`src/hw/rtl/ogru_cell_alu.sv`:
```
// ogru_cell_alu: shared add and clamp unit for cell updates and map merging
// no dependencies
`default_nettype none
module ogru_cell_alu (
  input  wire logic signed [15:0] a_i,
  input  wire logic signed [15:0] b_i,
  input  wire logic signed [16:0] lo_i,
  input  wire logic signed [16:0] hi_i,
  output logic signed      [15:0] res_o
);

  logic signed [16:0] sum;
  logic signed [16:0] v;

  always_comb begin
    sum = $signed({a_i[15], a_i}) + $signed({b_i[15], b_i});
    v   = sum;
    if (v < lo_i) begin
      v = lo_i;
    end
    // ceiling wins when floor sits above it
    if (v > hi_i) begin
      v = hi_i;
    end
    res_o = v[15:0];
  end

endmodule
`default_nettype wire

```
`config.mk`:
```
export PLATFORM = sky130hd
export DESIGN_NAME = ogru_cell_alu
export DESIGN_NICKNAME = d
export VERILOG_FILES = /design/src/hw/rtl/ogru_cell_alu.sv
export SDC_FILE = /design/constraint.sdc
export NUM_CORES = 1
export LEC_CHECK = 0
export ABC_AREA = 1
export ABC_CLOCK_PERIOD_IN_PS = 9080
export BUFFER_PORTS_ARGS = -buffer_cell sky130_fd_sc_hd__buf_2
export CORE_ASPECT_RATIO = 0.75
export CORE_MARGIN = 1.5
export CORE_UTILIZATION = 55
export DETAILED_ROUTE_END_ITERATION = 16
export PLACE_DENSITY = 0.92
export SYNTH_ARGS = -nofsm -noshare
export SYNTH_HDL_FRONTEND = slang
export SYNTH_SLANG_ARGS = --single-unit
```
`constraint.sdc`:
```
create_clock -name vclk -period 9.08
set_clock_uncertainty 0.15 [all_clocks]
set_input_delay 0.908 -clock vclk [all_inputs]
set_output_delay 0.908 -clock vclk [all_outputs]
set_load 0.01 [all_outputs]
```
==> results of run 1 <==
per-layer routing:
metal  part of all wire [%]  vias to the layer above
li1                       -                     1653
met1                     48                     1356
met2                     45                      120
met3                    7.0                        4
met4                   0.20                        0
met5                      0                        -
worst max-delay path: cells and delay by family:
kind,cells,cell delay [ps]
and+or+nand+nor,21,2520
adders and majority gates,4,1190
buffers and inverters,6,680
AOI/OAI and AO/OA,2,300
power by group through the flow:
stage	Clock, uW	Combinational, uW	Sequential [uW]
after floorplan	0	340	0
after global placement	0	429	0
after detailed placement	0	445	0
after CTS	0	448	0
after global routing	0	518	0
final	0	452	0
final timing paths:
path / startpoint / endpoint / slack (ps) / cells after the start
worst max-delay path: a_i[0] / res_o[0] / 2410 / 33
worst min-delay path: hi_i[5] / res_o[5] / 1960 / 4
final cells by class:
type	instances	share of cell area, %
timing repair buffer	82	13.7
tap	57	2.39
inverter	104	13.1
multi-input combinational	368	70.8
stage by stage:
stage                     total power, uW  util (%)  instances  hold WS (ps)
final                                 452      66.9        611          1960
after floorplan                       340         -        478          1790
after global routing                  518      66.9        611          1980
after global placement                429      66.9        611          1960
after detailed placement              445      66.9        611          1970
after CTS                             448      66.9        611          1960
cell families (layout without fill, tap and decap cells):
kind of cell / count (synthesis) / after routing / synth area share, %
fa+ha+maj: 50 / 50 / 24.6
simple gates: 283 / 283 / 49.5
xor+xnor: 6 / 6 / 2.04
buf+inv: 110 / 186 / 17.8
compound gates: 29 / 29 / 6.08
cells in the final DEF, fill, tap and decap left out, types with 5 or more instances in the layout:
cell type and instances:
ha_1 49, and2_1 18, buf_2 82, nand3_1 62, inv_1 103, nor2_1 23
nand2_1 156, a21oi_1 19, nand3b_1 5, nand4_1 6
==> results.toml, run 1 <==
[timing]
rsz0062_at_grt = "no"
finalCritPeriodShare_pct = 73.5
hold_violations = 0
slew_violations = 0
period_needed_ps = 6670
tightest_slew_ps = 351
fin_setup_tns_ps = 0
setup_viol = 0
fmax_ghz = 0.150
max_slew_margin_pct = 76.6
setup_ws_ps = 2410

[global_routing]
track_usage_pct = 25.8
antenna_found_initial = 0
grt.met3_usage_pct = 1.76
grt_use_met1_pct = 34.6
grt_pass1_vias = 2868
top_usage_layer = "met2"
grt_use_met2_pct = 45.5
grt_pass1_wl_um = 11100
overflow = 0
grt_max_degree = 18

[layout]
regArea_um2 = 0
fin_nets = 672
nFillCells = 438
fin_area_um2 = 2990
n_clock_buffer = 0
n_sequential_cell = 0
n_antenna_cell = 0
area_growth_pct = 16.2
drive_above_1_share_pct = 17.1
multi_input_area_um2 = 2110

[placed_design]
place_congestion = 0.882
dpl.hpwl_um = 5780
pre_cts_ws_ps = 2500
place_area_um2 = 2990
portBuffers = 82

[synthesis]
synth_area_per_cell_um2 = 5.38
synthTopCellsByArea = "ha_1 (24%), nand2_1 (23%), inv_1 (15%)"
yosys.area.top_type = "ha_1"
yosysSeqAreaShare_pct = 0
synthesis.area_um2 = 2570
synth.top_cell.area_share_pct = 23.8
syn_nets = 594
yosys_warnings = 0
netlist_top_cells_count = "nand2_1 (156), inv_1 (103), nand3_1 (62)"
ys_types = 28
synth_most_common_cell = "nand2_1"
synthCells = 478

[setup_path]
cp.required_ps = 8020
crit_top_cell = "nand2_1"
crit_path_end_kind = "primary output"
max_stage_delay_ps = 400
crit_arrival_ps = 5610
cp-start-kind = "input pin"
critPathMaxFanout = 17
crit_path_top_delay_cell = "fa_1"
crit_type = "in2out"

[die]
start_util_pct = 57.6
die_area_um2 = 5100
core_um2 = 4470
fp.dieH_um = 62.2
die_w_um = 82.0
io_pins = 82
rows = 21

[pwr]
p_leak_uw = 0.00201
p_switching_uw = 278
peakVddDrop_v = 0.000169
power.internal_uw = 174
seqPwrFrac_pct = 0
clkPwrFrac_pct = 0
sw_frac_of_total_pct = 61.4
powerDensity_nw_per_um2 = 151
combPwrFrac_pct = 100.0

[run]
cap_viol_max_count = 0

[route]
drtIter0Drc = 150
wl_um = 6510
remaining_drc_errors = 0
vias_per_cell = 5.13
ant_nets = 0
vias = 3133
first_pass_iters = 5
wl_per_cell_um = 10.6

[clocking]
hold_buffers = 0
cts_setup_buffers = 0
cts_resized = 0

[min_path]
hold_path.class = "in2out"

[run_status]
outcome = "completed"
(Power assumes the default switching activity.)
==> run 2, diff against run 1 <==
ABC_CLOCK_PERIOD_IN_PS = 6700   (was 9080)
clock period = 6.7 ns   (was 9.08 ns; I/O delays follow)
==> run 2 against run 1 <==
Routed wire length shrank 0.20%. Hold slack lost 480 ps. Critical path depth grew 1. Sequential share of layout area is the same. Via count grew 0.13%. Core utilization grew 0.62 points. Critical endpoint is now res_o[11]. Largest cell class unchanged. Highest routed layer unchanged.
==> results.toml, run 2 (synthesis gave the netlist of run 1 again) <==
[layout]
n_antenna_cell = 0
regArea_um2 = 0
fin_area_um2 = 3010
mostFrequentLayoutCells = "nand2_1 (156), inv_1 (103), buf_2 (82)"
final_common_cell = "nand2_1"
n_clock_buffer = 0
area_growth_pct = 17.2
fin_nets = 672
instances_no_fill = 611
drive_above_1_share_pct = 17.1
n_sequential_cell = 0
nFillCells = 434

[timing]
fin_setup_tns_ps = 0
hold_violations = 0
finalCritPeriodShare_pct = 92.3
max_slew_margin_pct = 78.0
fmax_ghz = 0.162
setup_viol = 0
period_needed_ps = 6180
tightest_slew_ps = 330
slew_violations = 0
holdWs_ps = 1480
rsz0062_at_grt = "no"

[global_routing]
grt_pass1_wl_um = 11100
grt_max_degree = 18
overflow = 0
antenna_found_initial = 0
track_usage_pct = 25.8
grt_pass1_vias = 2822

[pwr]
sw_frac_of_total_pct = 61.3
power.internal_uw = 240
peakVddDrop_v = 0.000183
seqPwrFrac_pct = 0
powerDensity_nw_per_um2 = 206
total_power_uw = 620
clkPwrFrac_pct = 0
combPwrFrac_pct = 100.0
p_leak_uw = 0.00202
p_switching_uw = 380

[min_path]
hold_path.class = "in2out"
whs_path_depth = 4

[die]
die_area_um2 = 5100
fp.dieH_um = 62.2
start_util_pct = 57.6
die_w_um = 82.0
rows = 21
core_um2 = 4470
io_pins = 82

[placed_design]
place_area_um2 = 2990
place_congestion = 0.882
placedCellCount = 611
dpl.hpwl_um = 5760
portBuffers = 82

[route]
vias = 3137
remaining_drc_errors = 0
first_pass_iters = 5
vias_per_cell = 5.13
wl_um = 6490
ant_nets = 0
wl_per_cell_um = 10.6
drtIter0Drc = 184

[setup_path]
cp.required_ps = 5880
crit_path_top_delay_cell = "fa_1"
max_stage_delay_ps = 390
crit_top_cell = "nand2_1"
crit_arrival_ps = 5360
cp-start-kind = "input pin"
crit_path_end_kind = "primary output"
crit_type = "in2out"
critPathMaxFanout = 17

[run]
cap_viol_max_count = 0

[run_status]
outcome = "completed"

[clocking]
hold_buffers = 0
-- run 2: cell count changes in the layout (fill, tap and decap cells not counted) --
cell     previous run  this run
nand2_2             4         2
nand2_4             1         3
nand3_2             4         2
nand3_4             0         2
inv_2               1         0
inv_4               0         1
-- run 2: power groups by stage --
stage               clock (uW)  combinational [uW]  sequential, uW
floorplan                    0                 461               0
global placement             0                 581               0
finish                       0                 620               0
CTS                          0                 607               0
global route                 0                 709               0
detailed placement           0                 604               0
-- run 2: path summary, 6_finish.rpt --
| check | end | slack, ps | from |
|---|---|---|---|
| min | res_o[5] | 1480 | hi_i[5] |
| max | res_o[11] | 520 | a_i[0] |
-- run 2: metrics by stage --
stage | setup slack (ps) | util (%)
2_1_floorplan | 1370 | -
3_3_place_gp | 793 | 66.9
3_5_place_dp | 566 | 66.9
4_1_cts | 557 | 66.9
5_1_grt | 64.2 | 67.5
6_report | 516 | 67.5
-- run 2: per-layer routing --
layer | share of wire [%] | wire length (um) | global-route usage, % | vias up
li1 | - | - | - | 1650
met1 | 45 | 2940 | 36.3 | 1336
met2 | 45 | 2900 | 44.3 | 147
met3 | 9.3 | 604 | 0.882 | 4
met4 | 0.66 | 43 | 3.18 | 0
met5 | 0 | 0 | 0 | -
-- run 2: timing repair --
action	in CTS	in global routing
endpoints found under the setup margin	0	8
gates resized for setup	0	6
setup buffers	0	0
-- run 2: critical path: cells and delay by family --
family | cells | cell delay (ps)
simple gates | 21 | 2320
compound gates | 3 | 460
fa+ha+maj | 4 | 1290
buf+inv | 6 | 610
-- run 2: final cells by class --
cell class / instances / area (um2) / share of cell area (%)
inverter: 104 / 393 / 13.0
multi-input combinational: 368 / 2140 / 71.0
tap: 57 / 71.3 / 2.37
timing repair buffer: 82 / 410 / 13.6
