**config.mk**
```make
export PLATFORM = sky130hd
export DESIGN_NAME = ogru_walker
export DESIGN_NICKNAME = d
export VERILOG_FILES = /design/src/hw/rtl/ogru_pkg.sv /design/src/hw/rtl/ogru_walker.sv
export SDC_FILE = /design/constraint.sdc
export NUM_CORES = 1
export LEC_CHECK = 0
export BUFFER_PORTS_ARGS = -buffer_cell sky130_fd_sc_hd__buf_2
export CAP_MARGIN = 25
export CORE_AREA = 10 10 151 153
export DETAILED_ROUTE_END_ITERATION = 8
export DIE_AREA = 0 0 161 163
export PLACE_DENSITY = 0.79
export SLEW_MARGIN = 15
export SYNTH_ARGS = -nofsm -noshare
export SYNTH_HDL_FRONTEND = slang
export SYNTH_SLANG_ARGS = --single-unit
```
**constraint.sdc**
```tcl
create_clock -name clk_i -period 6.5 [get_ports clk_i]
set_input_delay 0.975 -clock clk_i [delete_from_list [all_inputs] [get_ports clk_i]]
set_output_delay 0.975 -clock clk_i [all_outputs]
set_load 0.05 [all_outputs]
```
**src/hw/rtl/ogru_pkg.sv**
```systemverilog
// ogru_pkg: grid geometry, fixed-point reset values, command and state codes,
// walker interface structs and grid address helpers. no dependencies
`default_nettype none
package ogru_pkg;

  localparam int GRID_W        = 256;
  localparam int GRID_H        = 256;
  localparam int FRACTION_BITS = 8;
  localparam int CELLS         = GRID_W * GRID_H;
  localparam int ADDR_W        = $clog2(CELLS);
  localparam int COORD_W       = 16;

  localparam int ONE      = 1 << FRACTION_BITS;
  localparam int OCC_RAW  = (85 * ONE + 50) / 100;
  localparam int FREE_RAW = -((40 * ONE + 50) / 100);
  localparam int FLR_RAW  = -2 * ONE;
  localparam int CEIL_RAW = (7 * ONE) / 2;
  localparam int OCC_RST  = (OCC_RAW > 1023) ? 1023 : OCC_RAW;
  localparam int FREE_RST = (FREE_RAW < -1024) ? -1024 : FREE_RAW;
  localparam int FLR_RST  = (FLR_RAW < -2048) ? -2048 : FLR_RAW;
  localparam int CEIL_RST = (CEIL_RAW > 2047) ? 2047 : CEIL_RAW;

  typedef enum logic [2:0] {
    CMD_RAY   = 3'd0,
    CMD_REFL  = 3'd1,
    CMD_MERGE = 3'd2,
    CMD_CLEAR = 3'd3,
    CMD_READ  = 3'd4
  } cmd_e;

  typedef enum logic [1:0] {
    CFG_OCC  = 2'd0,
    CFG_FREE = 2'd1,
    CFG_FLR  = 2'd2,
    CFG_CEIL = 2'd3
  } cfg_idx_e;

  typedef enum logic [3:0] {
    ST_INIT,
    ST_IDLE,
    ST_RAY_CHECK,
    ST_REFL_CHECK,
    ST_CELL_WR,
    ST_MERGE,
    ST_MERGE_LAST,
    ST_CLEAR_MAP,
    ST_READ_RD,
    ST_READ_OUT
  } state_e;

  typedef struct packed {
    logic load;
    logic step;
  } walk_ctrl_t;

  typedef struct packed {
    logic                      at_goal;
    logic signed [COORD_W-1:0] x;
    logic signed [COORD_W-1:0] y;
  } walk_stat_t;

  function automatic logic in_grid(logic signed [COORD_W:0] x, logic signed [COORD_W:0] y);
    in_grid = (x >= 0) && (x < (COORD_W+1)'(GRID_W)) &&
              (y >= 0) && (y < (COORD_W+1)'(GRID_H));
  endfunction

  function automatic logic [ADDR_W-1:0] cell_addr(logic signed [COORD_W:0] x,
                                                 logic signed [COORD_W:0] y);
    cell_addr = ADDR_W'(ADDR_W'(y) * ADDR_W'(GRID_W)) + ADDR_W'(x);
  endfunction

endpackage
`default_nettype wire

```
**src/hw/rtl/ogru_walker.sv**
```systemverilog
// ogru_walker: bresenham line stepper, one cell per step
// depends on ogru_pkg
`default_nettype none
module ogru_walker (
  input  wire logic                               clk_i,
  input  wire logic                               rst_ni,
  input  wire ogru_pkg::walk_ctrl_t               ctrl_i,
  input  wire logic signed [ogru_pkg::COORD_W-1:0] start_x_i,
  input  wire logic signed [ogru_pkg::COORD_W-1:0] start_y_i,
  input  wire logic signed [ogru_pkg::COORD_W-1:0] goal_x_i,
  input  wire logic signed [ogru_pkg::COORD_W-1:0] goal_y_i,
  output ogru_pkg::walk_stat_t                    stat_o
);

  localparam int CW = ogru_pkg::COORD_W;

  logic signed [CW-1:0] x_q, x_d, y_q, y_d, gx_q, gy_q;
  logic signed [CW+1:0] err_q, err_d;
  logic [CW:0]          dx_q, dy_q;
  logic                 sx_q, sy_q;

  logic signed [CW:0]   diff_x, diff_y;
  logic [CW:0]          adx, ady;
  logic signed [CW+2:0] e2;
  logic                 mv_x, mv_y;

  always_comb begin
    diff_x = $signed({goal_x_i[CW-1], goal_x_i}) - $signed({start_x_i[CW-1], start_x_i});
    diff_y = $signed({goal_y_i[CW-1], goal_y_i}) - $signed({start_y_i[CW-1], start_y_i});
    adx    = diff_x[CW] ? (CW+1)'(-diff_x) : diff_x;
    ady    = diff_y[CW] ? (CW+1)'(-diff_y) : diff_y;
    e2     = {err_q, 1'b0};
    mv_x   = e2 > -$signed({2'b00, dy_q});
    mv_y   = e2 < $signed({2'b00, dx_q});
    x_d    = x_q;
    y_d    = y_q;
    err_d  = err_q;
    if (ctrl_i.load) begin
      x_d   = start_x_i;
      y_d   = start_y_i;
      err_d = $signed({1'b0, adx}) - $signed({1'b0, ady});
    end else if (ctrl_i.step) begin
      err_d = err_q - (mv_x ? $signed({1'b0, dy_q}) : '0)
                    + (mv_y ? $signed({1'b0, dx_q}) : '0);
      if (mv_x) begin
        x_d = sx_q ? x_q + CW'(1) : x_q - CW'(1);
      end
      if (mv_y) begin
        y_d = sy_q ? y_q + CW'(1) : y_q - CW'(1);
      end
    end
  end

  always_ff @(posedge clk_i or negedge rst_ni) begin
    if (!rst_ni) begin
      x_q   <= '0;
      y_q   <= '0;
      err_q <= '0;
    end else begin
      x_q   <= x_d;
      y_q   <= y_d;
      err_q <= err_d;
    end
  end

  always_ff @(posedge clk_i) begin
    if (ctrl_i.load) begin
      gx_q <= goal_x_i;
      gy_q <= goal_y_i;
      dx_q <= adx;
      dy_q <= ady;
      sx_q <= start_x_i < goal_x_i;
      sy_q <= start_y_i < goal_y_i;
    end
  end

  assign stat_o.at_goal = (x_q == gx_q) && (y_q == gy_q);
  assign stat_o.x       = x_q;
  assign stat_o.y       = y_q;

endmodule
`default_nettype wire

```
==> reports/summary.txt <==
Count of final setup violators: 0
Element type at the critical path end: flop
Core occupancy in the finished layout: 66.3%
Number of distinct standard cells referenced by the synthesized netlist: 69
Vias post-DR: 10000
Hold Slack: 0.636 ns
Floorplan Core Area: 19900 um2
Post-route fraction of the period consumed by the critical path: 94.8%
Clock-pin slew reported for the worst setup and hold paths after clock tree synthesis: 0.06 ns
Mean instance size in the synthesized netlist: 8.83 um2
Run status: finished, final reports clean
Drt first-iter violations: 663
Width of the die: 161 um
Most used flip-flop cell after synthesis: edfxtp_1
Share of the yosys chip area belonging to registers: 28.3%
Total clock sinks: 118
Count of buffering cells on the critical path with inverters included: 1
Peak clock frequency supported by timing: 0.162 GHz
Final Critical Period: 6.16 ns
Reg-to-Reg Start: dy_q[2]
TritonCTS clock tree: done
Worst hold path endpoint: y_q[2]
Number of nets in the layout: 1642
Non-Filler Cell Area, Final: 13200 um2
FFs w/ async S/R, synth: 42.4%
Setup crit start: dy_q[2]
Total power: 7.38 mW
Data required, critical path: 6.78 ns
Post-DR vias/cell: 5.89
Hold path start: y_q[2]
Via count of the first global-routing pass: 10100
Die Ht: 163 um
Clock latency of the later-clocked register in the worst-skew pair: 0.44 ns
DRT Wirelength: 31500 um
Cell count after synthesis: 1319
Count of endpoints failing hold in the final timing report: 0
Total overflow reported by the global router: 0
Initial antenna violation count: 0
Launching element type of the critical path: flop
Flop and latch count out of synthesis: 118
Maximum clock skew at final layout: 0.0163 ns
Global routing usage summed across all routing layers: 23.9%
Critical Path Fanout Max: 17
Post-route antenna net violation count: 0
Worst-case register-to-register setup slack: 0.34 ns
Number of standard-cell rows in the floorplan: 52
Fin Setup TNS: 0 ns
Slew Viols, Final: 0
RR Endpoint: err_q[16]
H-tree level count: 4
CP max stage delay: 0.47 ns
Fraction of final layout cells sized beyond drive strength 1: 12.4%
Buffers added on ports: 100
Warning count from the yosys run: 0
Arrival time at the worst endpoint: 6.44 ns
Clk Tree Root Cell: clkbuf_16
Maximum root-to-sink buffer count: 2
Max_cap viols: 0
Actual transition at the worst max-transition pin: 0.946 ns
First-pass iteration count of the detailed router: 5
Die area: 26200 um2
Worst VDD drop: 0.000325 V
Post-Synthesis Cell Area: 11600 um2
Areal power density over the cells: 559 nW/um2
Category of the critical setup timing path: reg -> reg
EDFF count, synth: 68
HPWL Detailed: 24100 um
Global-route wire length before repair: 50900 um
Pin count of the biggest net entering global routing: 91
Routed wirelength normalized by instance count: 18.5 um
Number of placed I/O pins: 101
Hold/Removal Path Class: reg -> reg
Cell depth of the worst setup path: 25
Cell depth of the worst hold path: 2
Ant diodes: 0
Area growth from synthesis to layout: 13.4%
Leakage power: 6.00 nW
Cell area reported after detailed placement: 12400 um2
Starting Density: 58.5%
Hold buffer count at cts: 0
Routability-driven placement congestion ratio: 0.915
Mapped Nets: 1543
DRC errors left: 0
Count of cells along the worst register-to-register path: 25
RSZ-0062 raised after global routing: yes
Relative slew margins: 36.8%
CTS Buf Count: 17
Crit path max-delay family: compound AO/OA/AOI/OAI gates
Slowest cell on crit path: fa_1
## worst max path at each step
stage | endpoint
floorplan | err_q[16]
global placement | err_q[16]
detailed placement | err_q[16]
CTS | err_q[16]
global route | err_q[15]
finish | err_q[16]
## state kept, by name, summed over array words and instances (netlist names)
| register | count |
|---|---|
| y_q | 16 |
| sy_q | 1 |
| dy_q | 17 |
| gx_q | 16 |
| gy_q | 16 |
| x_q | 16 |
| dx_q | 17 |
| sx_q | 1 |
| err_q | 18 |
## metal layers
metal	global-route usage (%)	vias to the layer above	part of all wire, %	routed length, um
met1	30.0	4727	43	13600
met3	4.22	62	6.1	1940
met4	8.31	0	2.7	863
met5	0	-	0	0
met2	40.8	350	48	15100
li1	-	4885	-	-
## layout make-up
| cell class | instances | area [um2] |
|---|---|---|
| Multi-Input combinational cell | 1037 | 7820 |
| Tap cell | 270 | 338 |
| Sequential cell | 118 | 3290 |
| Clock inverter | 15 | 228 |
| Inverter | 131 | 492 |
| Clock buffer | 17 | 425 |
| Fill cell | 1617 | 6710 |
| Timing Repair Buffer | 113 | 604 |
## placed cells by master (no fill, tap or decap), types with 5 or more instances in the layout
cell and n:
xor2_1 94, nor4_1 15, nand4_1 13, a211oi_1 21, or3_1 7, bufinv_16 5, o21ai_1 5, o21a_1 23
o31ai_1 11, buf_4 13, a21o_1 32, nand2b_1 14, clkbuf_16 17, nor3b_1 7, or2_2 5, edfxtp_1 68
and2_1 20, inv_1 130, buf_2 99, fa_1 22, a31oi_1 13, nor3_1 35, mux2i_1 20, o21bai_1 9
xnor2_1 76, nand3_1 21, nand2_1 92, ha_1 133, nor2b_1 20, o21ai_0 72, dfrtp_1 50, o211ai_1 5
a21oi_1 92, nor2_1 86
## metrics by stage
step	setup slack (ns)	instances
after global placement	0.221	1667
after CTS	0.0574	1699
after detailed placement	0.0127	1667
after global routing	-0.0502	1701
after floorplan	0.593	1319
final	0.339	1701
## Yosys cell counts, types with 5 or more instances
library cell	instances	area [um2]
a211oi_1	22	165
a21o_1	32	240
a21oi_1	94	470
a31oi_1	13	81.3
and2_1	20	125
buf_1	6	22.5
clkbuf_1	22	82.6
dfrtp_1	50	1250
edfxtp_1	68	2040
fa_1	22	440
ha_1	134	1680
inv_1	130	488
mux2i_1	21	210
nand2_1	92	345
nand2b_1	14	87.6
nand3_1	21	105
nand4_1	13	81.3
nor2_1	86	323
nor2b_1	20	125
nor3_1	36	180
nor3b_1	7	52.6
nor4_1	18	113
o211ai_1	5	37.5
o21a_1	23	173
o21ai_0	73	365
o21bai_1	9	67.6
o31ai_1	12	90.1
or2_2	5	31.3
or3_1	7	43.8
xnor2_1	76	666
xor2_1	94	823
## what timing repair did
action                                  CTS  global route
gates resized for setup                   2            15
endpoints found under the setup margin    1             7
setup buffers                             0             2
pin swaps                                 0             2
## tightest hold or removal path, cell delays in order (launching register included)
cell and delay [ns]:
dfrtp_1 0.40, a21oi_1 0.07, o21ai_0 0.13
## where the power goes
part	internal, mW	switching, mW	total, mW
Sequential	1.02	0.247	1.26
Combinational	2.11	2.94	5.05
Clock	0.682	0.383	1.06
Total	3.81	3.57	7.38
## cells by family after synthesis
logic type	synth area share, %
AOI/OAI and AO/OA	18.3
xor gates and xnor gates	12.8
buffers and inverters	5.40
and+or+nand+nor	15.1
muxes	2.00
adders and majority gates	18.2
DFF	28.3
(Power assumes the default switching activity.)
